--- src/pbfd_pkg.sv ---
`default_nettype none
// ----------------------------------------------------------------------------
// pbfd_pkg: shared types and constants
// Parse phases, control states, result record and field helpers for the
// packed bytecode field decoder.
// ----------------------------------------------------------------------------
package pbfd_pkg;

    typedef enum logic [2:0] {
        PH_HEADER,
        PH_OPCODE,
        PH_FTYPE,
        PH_FVAL,
        PH_STYPE,
        PH_SVAL,
        PH_LABEL,
        PH_STOP
    } phase_t;

    typedef enum logic [1:0] {
        ST_IDLE,
        ST_BITS,
        ST_FIN,
        ST_FLUSH
    } state_t;

    localparam logic [1:0] KIND_HEADER = 2'd0;
    localparam logic [1:0] KIND_OP     = 2'd1;
    localparam logic [1:0] KIND_LABEL  = 2'd2;
    localparam logic [1:0] KIND_TRUNC  = 2'd3;

    localparam logic [2:0] OPC_DUAL_LO  = 3'd0;
    localparam logic [2:0] OPC_BARE     = 3'd2;
    localparam logic [2:0] OPC_DUAL_MID = 3'd3;
    localparam logic [2:0] OPC_DUAL_HI  = 3'd4;

    localparam logic [1:0] TYPE_BYTE = 2'd0;
    localparam logic [1:0] TYPE_REG  = 2'd1;

    localparam logic [3:0] HEADER_WIDTH = 4'd5;
    localparam logic [3:0] OPCODE_WIDTH = 4'd3;
    localparam logic [3:0] TYPE_WIDTH   = 4'd2;
    localparam logic [3:0] LABEL_WIDTH  = 4'd3;

    typedef struct packed {
        logic [1:0] record_kind;
        logic [4:0] op_count;
        logic [2:0] op_code;
        logic [1:0] operand_count;
        logic [1:0] first_type;
        logic [7:0] first_value;
        logic [1:0] second_type;
        logic [7:0] second_value;
        logic [2:0] func_label;
        logic       run_end;
    } rec_t;

    typedef struct packed {
        logic bit_en;
        logic bit_in;
        logic fin;
        logic clear;
    } prs_ctl_t;

    function automatic logic [1:0] operands_of(input logic [2:0] code);
        logic [1:0] cnt;
        case (code) inside
            OPC_DUAL_LO, OPC_DUAL_MID, OPC_DUAL_HI: cnt = 2'd2;
            OPC_BARE:                               cnt = 2'd0;
            default:                                cnt = 2'd1;
        endcase
        return cnt;
    endfunction

    function automatic logic [3:0] value_width(input logic [1:0] kind);
        logic [3:0] w;
        case (kind)
            TYPE_BYTE: w = 4'd8;
            TYPE_REG:  w = 4'd3;
            default:   w = 4'd5;
        endcase
        return w;
    endfunction

endpackage
`default_nettype wire

--- src/packed_bytecode_field_decoder.sv ---
`default_nettype none
// ----------------------------------------------------------------------------
// packed_bytecode_field_decoder: packed program image decoder
// Decodes function headers, operations and labels from image bytes fed last
// byte first, one bit per cycle unless the output stalls, and flags truncation.
// ----------------------------------------------------------------------------
// Each byte is shifted through the parser one bit per clock while the bit
// stepping is not held, after the accepting state (ST_IDLE); then come the
// end-of-byte check (ST_FIN) and the release of the last record of the byte
// (ST_FLUSH). Records wait in a one-entry pending stage so the last record
// of a byte can be marked with run_end; when both that stage and the output
// register are full, the bit stepping holds until the output transaction
// completes. The next byte is taken only after all records of the current
// byte have left the pending stage.
module packed_bytecode_field_decoder (
    input  wire logic       clk,
    input  wire logic       rst_n,
    input  wire logic       in_valid,
    output logic            in_ready,
    input  wire logic [7:0] in_byte,
    input  wire logic       is_final,
    output logic            out_valid,
    input  wire logic       out_ready,
    output logic [1:0]      record_kind,
    output logic [4:0]      op_count,
    output logic [2:0]      op_code,
    output logic [1:0]      operand_count,
    output logic [1:0]      first_type,
    output logic [7:0]      first_value,
    output logic [1:0]      second_type,
    output logic [7:0]      second_value,
    output logic [2:0]      func_label,
    output logic            run_end
);

    pbfd_pkg::state_t state_reg, state_next;
    logic [7:0] byte_reg;
    logic       fin_reg;
    logic [2:0] cnt_reg;
    pbfd_pkg::rec_t pend_reg;
    logic           pend_valid_reg;
    pbfd_pkg::rec_t out_reg;
    logic           out_valid_reg;

    pbfd_pkg::prs_ctl_t ctl;
    pbfd_pkg::rec_t     prs_rec;
    logic               prs_valid;
    logic               trunc_needed;

    logic           out_free;
    logic           step_ok;
    logic           trunc_push;
    logic           push;
    pbfd_pkg::rec_t push_rec;
    pbfd_pkg::rec_t flush_rec;
    logic           flush;
    logic           in_take;

    pbfd_parser u_parser (
        .clk          (clk),
        .rst_n        (rst_n),
        .ctl          (ctl),
        .rec          (prs_rec),
        .rec_valid    (prs_valid),
        .trunc_needed (trunc_needed)
    );

    assign out_free = !out_valid_reg || out_ready;
    assign step_ok  = !pend_valid_reg || out_free;
    assign in_take  = in_valid && in_ready;

    always_comb
    begin
        in_ready   = (state_reg == pbfd_pkg::ST_IDLE);
        ctl.bit_en = (state_reg == pbfd_pkg::ST_BITS) && step_ok;
        ctl.bit_in = byte_reg[0];
        ctl.fin    = fin_reg;
        ctl.clear  = (state_reg == pbfd_pkg::ST_FIN) && fin_reg &&
                     (!trunc_needed || step_ok);
        trunc_push = (state_reg == pbfd_pkg::ST_FIN) && fin_reg && trunc_needed && step_ok;
        push       = prs_valid || trunc_push;
        push_rec   = prs_rec;
        if (trunc_push)
        begin
            push_rec             = '0;
            push_rec.record_kind = pbfd_pkg::KIND_TRUNC;
        end
        flush_rec         = pend_reg;
        flush_rec.run_end = 1'b1;
        flush = (state_reg == pbfd_pkg::ST_FLUSH) && pend_valid_reg && out_free;
    end

    always_comb
    begin
        state_next = state_reg;
        unique case (state_reg)
            pbfd_pkg::ST_IDLE:
            begin
                if (in_take)
                    state_next = pbfd_pkg::ST_BITS;
            end
            pbfd_pkg::ST_BITS:
            begin
                if (step_ok && cnt_reg == 3'd7)
                    state_next = pbfd_pkg::ST_FIN;
            end
            pbfd_pkg::ST_FIN:
            begin
                if (!fin_reg || !trunc_needed || step_ok)
                    state_next = pbfd_pkg::ST_FLUSH;
            end
            pbfd_pkg::ST_FLUSH:
            begin
                if (!pend_valid_reg || out_free)
                    state_next = pbfd_pkg::ST_IDLE;
            end
            default:
            begin
                state_next = pbfd_pkg::ST_IDLE;
            end
        endcase
    end

    always_ff @(posedge clk or negedge rst_n)
    begin
        if (!rst_n)
        begin
            state_reg      <= pbfd_pkg::ST_IDLE;
            cnt_reg        <= 3'd0;
            pend_valid_reg <= 1'b0;
            out_valid_reg  <= 1'b0;
        end
        else
        begin
            state_reg <= state_next;
            if (in_take)
                cnt_reg <= 3'd0;
            else if (ctl.bit_en)
                cnt_reg <= cnt_reg + 3'd1;
            if (push)
                pend_valid_reg <= 1'b1;
            else if (flush)
                pend_valid_reg <= 1'b0;
            if ((push && pend_valid_reg) || flush)
                out_valid_reg <= 1'b1;
            else if (out_ready)
                out_valid_reg <= 1'b0;
        end
    end

    always_ff @(posedge clk)
    begin
        if (in_take)
        begin
            byte_reg <= in_byte;
            fin_reg  <= is_final;
        end
        else if (ctl.bit_en)
        begin
            byte_reg <= {1'b0, byte_reg[7:1]};
        end
        if (push)
            pend_reg <= push_rec;
        if (push && pend_valid_reg)
        begin
            out_reg <= pend_reg;
        end
        else if (flush)
        begin
            out_reg <= flush_rec;
        end
    end

    assign out_valid     = out_valid_reg;
    assign record_kind   = out_reg.record_kind;
    assign op_count      = out_reg.op_count;
    assign op_code       = out_reg.op_code;
    assign operand_count = out_reg.operand_count;
    assign first_type    = out_reg.first_type;
    assign first_value   = out_reg.first_value;
    assign second_type   = out_reg.second_type;
    assign second_value  = out_reg.second_value;
    assign func_label    = out_reg.func_label;
    assign run_end       = out_reg.run_end;

endmodule
`default_nettype wire

--- src/pbfd_parser.sv ---
`default_nettype none
// ----------------------------------------------------------------------------
// pbfd_parser: bit-serial grammar parser
// Gathers one image bit per step into the current field and, as each field
// completes, advances the grammar and reports header, operation and label
// records.
// ----------------------------------------------------------------------------
module pbfd_parser (
    input  wire logic             clk,
    input  wire logic             rst_n,
    input  wire pbfd_pkg::prs_ctl_t ctl,
    output pbfd_pkg::rec_t        rec,
    output logic                  rec_valid,
    output logic                  trunc_needed
);

    pbfd_pkg::phase_t phase_reg, phase_next;
    logic [7:0] store_reg, store_next;
    logic [2:0] held_reg, held_next;
    logic [4:0] ops_left_reg, ops_left_next;
    logic [2:0] opcode_reg, opcode_next;
    logic [1:0] ftype_reg, ftype_next;
    logic [7:0] fval_reg, fval_next;
    logic [1:0] stype_reg, stype_next;

    logic [3:0] width;
    logic [7:0] cur;
    logic [3:0] held_inc;
    logic       complete;
    logic [4:0] ops_dec;
    logic       do_emit;
    logic [7:0] emit_sval;

    always_comb
    begin
        unique case (phase_reg)
            pbfd_pkg::PH_HEADER: width = pbfd_pkg::HEADER_WIDTH;
            pbfd_pkg::PH_OPCODE: width = pbfd_pkg::OPCODE_WIDTH;
            pbfd_pkg::PH_FTYPE:  width = pbfd_pkg::TYPE_WIDTH;
            pbfd_pkg::PH_FVAL:   width = pbfd_pkg::value_width(ftype_reg);
            pbfd_pkg::PH_STYPE:  width = pbfd_pkg::TYPE_WIDTH;
            pbfd_pkg::PH_SVAL:   width = pbfd_pkg::value_width(stype_reg);
            default:             width = pbfd_pkg::LABEL_WIDTH;
        endcase
    end

    assign cur          = store_reg | (8'(ctl.bit_in) << held_reg);
    assign held_inc     = {1'b0, held_reg} + 4'd1;
    assign complete     = held_inc >= width;
    assign ops_dec      = ops_left_reg - 5'd1;
    assign trunc_needed = !(phase_reg == pbfd_pkg::PH_STOP ||
                            (phase_reg == pbfd_pkg::PH_HEADER && held_reg == 3'd0));

    always_comb
    begin
        phase_next    = phase_reg;
        store_next    = store_reg;
        held_next     = held_reg;
        ops_left_next = ops_left_reg;
        opcode_next   = opcode_reg;
        ftype_next    = ftype_reg;
        fval_next     = fval_reg;
        stype_next    = stype_reg;
        rec           = '0;
        rec_valid     = 1'b0;
        do_emit       = 1'b0;
        emit_sval     = 8'd0;
        if (ctl.clear)
        begin
            phase_next    = pbfd_pkg::PH_HEADER;
            store_next    = 8'd0;
            held_next     = 3'd0;
            ops_left_next = 5'd0;
            opcode_next   = 3'd0;
            ftype_next    = 2'd0;
            fval_next     = 8'd0;
            stype_next    = 2'd0;
        end
        else if (ctl.bit_en && phase_reg != pbfd_pkg::PH_STOP)
        begin
            if (phase_reg == pbfd_pkg::PH_HEADER && held_reg == 3'd0 && ctl.fin)
            begin
                phase_next = pbfd_pkg::PH_STOP;
            end
            else if (!complete)
            begin
                store_next = cur;
                held_next  = held_inc[2:0];
            end
            else
            begin
                store_next = 8'd0;
                held_next  = 3'd0;
                unique case (phase_reg)
                    pbfd_pkg::PH_HEADER:
                    begin
                        ops_left_next   = cur[4:0];
                        rec.record_kind = pbfd_pkg::KIND_HEADER;
                        rec.op_count    = cur[4:0];
                        rec_valid       = 1'b1;
                        phase_next      = (cur[4:0] != 5'd0) ? pbfd_pkg::PH_OPCODE
                                                             : pbfd_pkg::PH_LABEL;
                    end
                    pbfd_pkg::PH_OPCODE:
                    begin
                        opcode_next = cur[2:0];
                        if (pbfd_pkg::operands_of(cur[2:0]) == 2'd0)
                            do_emit = 1'b1;
                        else
                            phase_next = pbfd_pkg::PH_FTYPE;
                    end
                    pbfd_pkg::PH_FTYPE:
                    begin
                        ftype_next = cur[1:0];
                        phase_next = pbfd_pkg::PH_FVAL;
                    end
                    pbfd_pkg::PH_FVAL:
                    begin
                        fval_next = cur;
                        if (pbfd_pkg::operands_of(opcode_reg) == 2'd1)
                            do_emit = 1'b1;
                        else
                            phase_next = pbfd_pkg::PH_STYPE;
                    end
                    pbfd_pkg::PH_STYPE:
                    begin
                        stype_next = cur[1:0];
                        phase_next = pbfd_pkg::PH_SVAL;
                    end
                    pbfd_pkg::PH_SVAL:
                    begin
                        do_emit   = 1'b1;
                        emit_sval = cur;
                    end
                    pbfd_pkg::PH_LABEL:
                    begin
                        rec.record_kind = pbfd_pkg::KIND_LABEL;
                        rec.func_label  = cur[2:0];
                        rec_valid       = 1'b1;
                        phase_next      = pbfd_pkg::PH_HEADER;
                    end
                    default:
                    begin
                        phase_next = phase_reg;
                    end
                endcase
                if (do_emit)
                begin
                    rec.record_kind   = pbfd_pkg::KIND_OP;
                    rec.op_code       = opcode_next;
                    rec.operand_count = pbfd_pkg::operands_of(opcode_next);
                    if (rec.operand_count != 2'd0)
                    begin
                        rec.first_type  = ftype_next;
                        rec.first_value = fval_next;
                    end
                    if (rec.operand_count == 2'd2)
                    begin
                        rec.second_type  = stype_next;
                        rec.second_value = emit_sval;
                    end
                    rec_valid     = 1'b1;
                    opcode_next   = 3'd0;
                    ftype_next    = 2'd0;
                    fval_next     = 8'd0;
                    stype_next    = 2'd0;
                    ops_left_next = ops_dec;
                    phase_next    = (ops_dec != 5'd0) ? pbfd_pkg::PH_OPCODE
                                                      : pbfd_pkg::PH_LABEL;
                end
            end
        end
    end

    always_ff @(posedge clk or negedge rst_n)
    begin
        if (!rst_n)
        begin
            phase_reg    <= pbfd_pkg::PH_HEADER;
            store_reg    <= 8'd0;
            held_reg     <= 3'd0;
            ops_left_reg <= 5'd0;
            opcode_reg   <= 3'd0;
            ftype_reg    <= 2'd0;
            fval_reg     <= 8'd0;
            stype_reg    <= 2'd0;
        end
        else
        begin
            phase_reg    <= phase_next;
            store_reg    <= store_next;
            held_reg     <= held_next;
            ops_left_reg <= ops_left_next;
            opcode_reg   <= opcode_next;
            ftype_reg    <= ftype_next;
            fval_reg     <= fval_next;
            stype_reg    <= stype_next;
        end
    end

endmodule
`default_nettype wire
--- config.mk ---
export PLATFORM = sky130hd
export DESIGN_NAME = packed_bytecode_field_decoder
export DESIGN_NICKNAME = d
export VERILOG_FILES = /design/src/pbfd_pkg.sv /design/src/packed_bytecode_field_decoder.sv /design/src/pbfd_parser.sv
export SDC_FILE = /design/constraint.sdc
export NUM_CORES = 1
export LEC_CHECK = 0
export BUFFER_PORTS_ARGS = -buffer_cell sky130_fd_sc_hd__clkbuf_2
export CORE_ASPECT_RATIO = 1.2
export CORE_MARGIN = 2
export CORE_UTILIZATION = 40
export CTS_BUF_LIST = sky130_fd_sc_hd__clkbuf_8
export DETAILED_ROUTE_END_ITERATION = 10
export HOLD_SLACK_MARGIN = 0.02
export SLEW_MARGIN = 20
export SYNTH_ARGS = -nofsm -noshare
export SYNTH_HDL_FRONTEND = slang
export SYNTH_SLANG_ARGS = --single-unit
--- constraint.sdc ---
create_clock -name clk -period 8.8 [get_ports clk]
set_input_delay 1.32 -clock clk [delete_from_list [all_inputs] [get_ports clk]]
set_output_delay 1.32 -clock clk [all_outputs]
set_load 0.02 [all_outputs]
==> summary.md <==
| Metric | Value |
|---|---|
| Outcome | completed |
| Skew-Pair Late Insertion Delay | between 400 and 500 ps |
| Dominant cells by area after synthesis | edfxtp_1, dfrtp_1, nor2_1 |
| Vias in the first global route | between 3000 and 4000 |
| Max-capacitance violation count | 0 |
| Largest net degree at the start of global routing | 42 |
| Post-DR vias/cell | between 5 and 6 |
| Antenna Cells | 0 |
| Final Hold Viols | 0 |
| Max reg flops | 35 |
| RSZ-0062 raised after global routing | false |
| Final setup fails | 0 |
| Drt wl/cell | slightly below 20 microns |
| Fin crit share | 0.495 |
| Post-synth EDFFs | 80 |
| Synth async-reset ratio | 0.339 |
| Root Buffer | clkbuf_8 |
| Slew HR | 0.270 |
| Clk sink count | approximately 120 |
| CTS max path bufs | 2 |
| GR peak layer | met2 |
| Initial Util | 0.409 |
| DRC | 0 |
| Critical Path Sink Type | register |
| Final antenna-violating net count | 0 |
| Setup tns final | 0 ps |
| Post-synth top cells | edfxtp_1, nor2_1, dfrtp_1 |
| CTS H-Tree Depth | 4 |
| Seq cells post-synth | 121 |
| Max-slew violation count | 0 |
| Leakage power | 0.00258 uW |
| IO buf count | 50 |
| Met1 Use GR | 0.212 |
| Number of gates resized after cts | 0 |
| Detailed-route via count | 4008 |
| FILL cells | between 1000 and 1500 |
| Rows | 48 |
| Detailed Place HPWL | between 9000 and 10000 microns |
| Wire length of the first global-routing pass | 21200 microns |
| Maximum clock rate | approximately 230 MHz |
| Worst Clk Skew | 6.50 ps |
| Syn. warnings | 0 |
| Die X | approximately 110 microns |
| Crit start category | register |
| Syn nets | about 500 |
| Worst-path fanout max | 28 |
| Worst Hold Class | register to register |
| DIE AREA | between 15000 and 20000 sq um |
| Final wirelength | around 14000 microns |
| Initial antenna violation count | 0 |
| Prevailing post-synth register cell | edfxtp_1 |
| Worst Tran Pin Value | approximately 1100 ps |
| Count leader, synth | edfxtp_1 |
| Post-synthesis sequential area ratio | 0.582 |
| CTS Hold Bufs | 0 |
| Met2 usage | 0.325 |
| Initial DRC count | between 200 and 300 |
| WP data required | about 9000 ps |
| Period minus WS final | 4350 ps |
| Top Ports | roughly 50 |
| CTS clock-pin slew for the worst setup and hold paths | ~70 ps |
| Nets@finish | between 500 and 600 |
| Setup Buffers After CTS | 0 |
| Yosys top cell area share | 0.408 |
| Die Ht | 137 microns |
| WP data arrival | 4550 ps |
| TritonRoute pass-1 iters | 5 |
| Post-synth cell types | 81 |
| Mapped Cells | around 470 |
| Total gr overflow | 0 |
| Clock tree from TritonCTS | built |
| Share of cells above drive strength 1 | 0.256 |
| Global-route usage over all layers | 0.183 |
| Setup WS post-layout | about 4400 ps |
| Syn_area_per_cell | 12.7 sq um |
| Kind of critical path | register to register |
| CTS Buf Count | 17 |
| Synth area leader | edfxtp_1 |
| Hold_ws | around 420 ps |
| Layout area overhead | 14.9% |
| Pre-CTS setup slack | around 4300 ps |
| Synth Cell Area | a little under 6000 sq um |
| Gpl congestion | between 0.8 and 0.9 |
| Core area | approximately 14000 sq um |
| Met3 Resource Use GR | 0.0461 |
| Power density cells | 394 nW/um^2 |
| Max VDD drop | approximately 170 uV |
-- critical path, stage by stage, from the launching register on --
cell and delay [ps]:
dfrtp_1 850, and3b_1 980, o21ai_0 200, o21ai_0 150, ha_1 280, a2111oi_2 450, nor2_1 80, buf_4 200
a31oi_1 410, a21boi_4 250, buf_16 240
-- path summary, 6_finish.rpt --
check                                       from                     to  slack (ps)  cells past startpoint
max in group asynchronous                  rst_n  u_parser.store_reg[7]        7150                      1
setup / recovery           u_parser.phase_reg[0]             op_code[2]        4450                     10
hold reg to reg                     flush_rec[4]        second_value[0]         420                      0
min in group asynchronous                  rst_n             cnt_reg[2]        1040                      1
setup reg to reg           u_parser.phase_reg[0]             op_code[2]        4450                     10
hold / removal                      flush_rec[4]        second_value[0]         420                      0
-- area by class of cell --
cell class	instances	area [sq um]	share of cell area
flip-flops and latches	121	3430	0.507
multi-input cells	306	2300	0.340
repair buffers	53	293	0.0433
clock buffers	17	234	0.0346
clock inverters	15	223	0.0329
well taps	175	219	0.0324
inverters	19	71.3	0.0105
-- through the flow --
step	utilization	cell area [sq um]	std cells	power [uW]
5_1_grt	0.469	6770	706	2820
4_1_cts	0.467	6730	705	2660
6_report	0.469	6770	706	2660
3_5_place_dp	0.435	6270	673	2080
2_1_floorplan	-	5890	465	1770
3_3_place_gp	0.435	6270	673	2060
-- where the power goes --
group	leakage, uW	internal [uW]	switching, uW
Sequential	0.00129	848	137
Clock	0.000230	339	236
Combinational	0.00106	371	732
Total	0.00258	1560	1100
-- cell families after synthesis --
logic type	count (synthesis)	synth area share
flops	121	0.582
simple gates	155	0.153
xor+xnor	6	0.00892
buf+inv	38	0.0308
fa+ha+maj	14	0.0297
mux	15	0.0276
compound gates	116	0.168
-- layout by cell type, fill, tap and decap left out, types with 4 or more instances in the layout --
master	n
a211oi_1	8
and2_1	4
a31oi_1	7
nand2_1	24
nand2b_1	9
nor3_2	6
nor2_1	48
inv_1	20
a21oi_1	13
bufinv_16	5
clkbuf_8	17
edfxtp_1	80
mux2i_1	4
a211oi_2	8
ha_1	14
inv_6	4
o211ai_1	5
nor3_1	15
nand3_1	7
a21oi_2	4
mux2_2	10
dfrtp_1	41
nor2b_1	7
o21ai_0	9
clkbuf_2	49
a32o_1	13
a2111oi_2	4
-- layer usage --
metal | part of all wire | wire [microns] | up-vias
met5 | 0 | 0 | -
met2 | 0.52 | 7040 | 117
li1 | - | - | 1896
met1 | 0.42 | 5700 | 1969
met4 | 0.022 | 305 | 0
met3 | 0.039 | 526 | 26
Power figures use the tool's default switching activity.
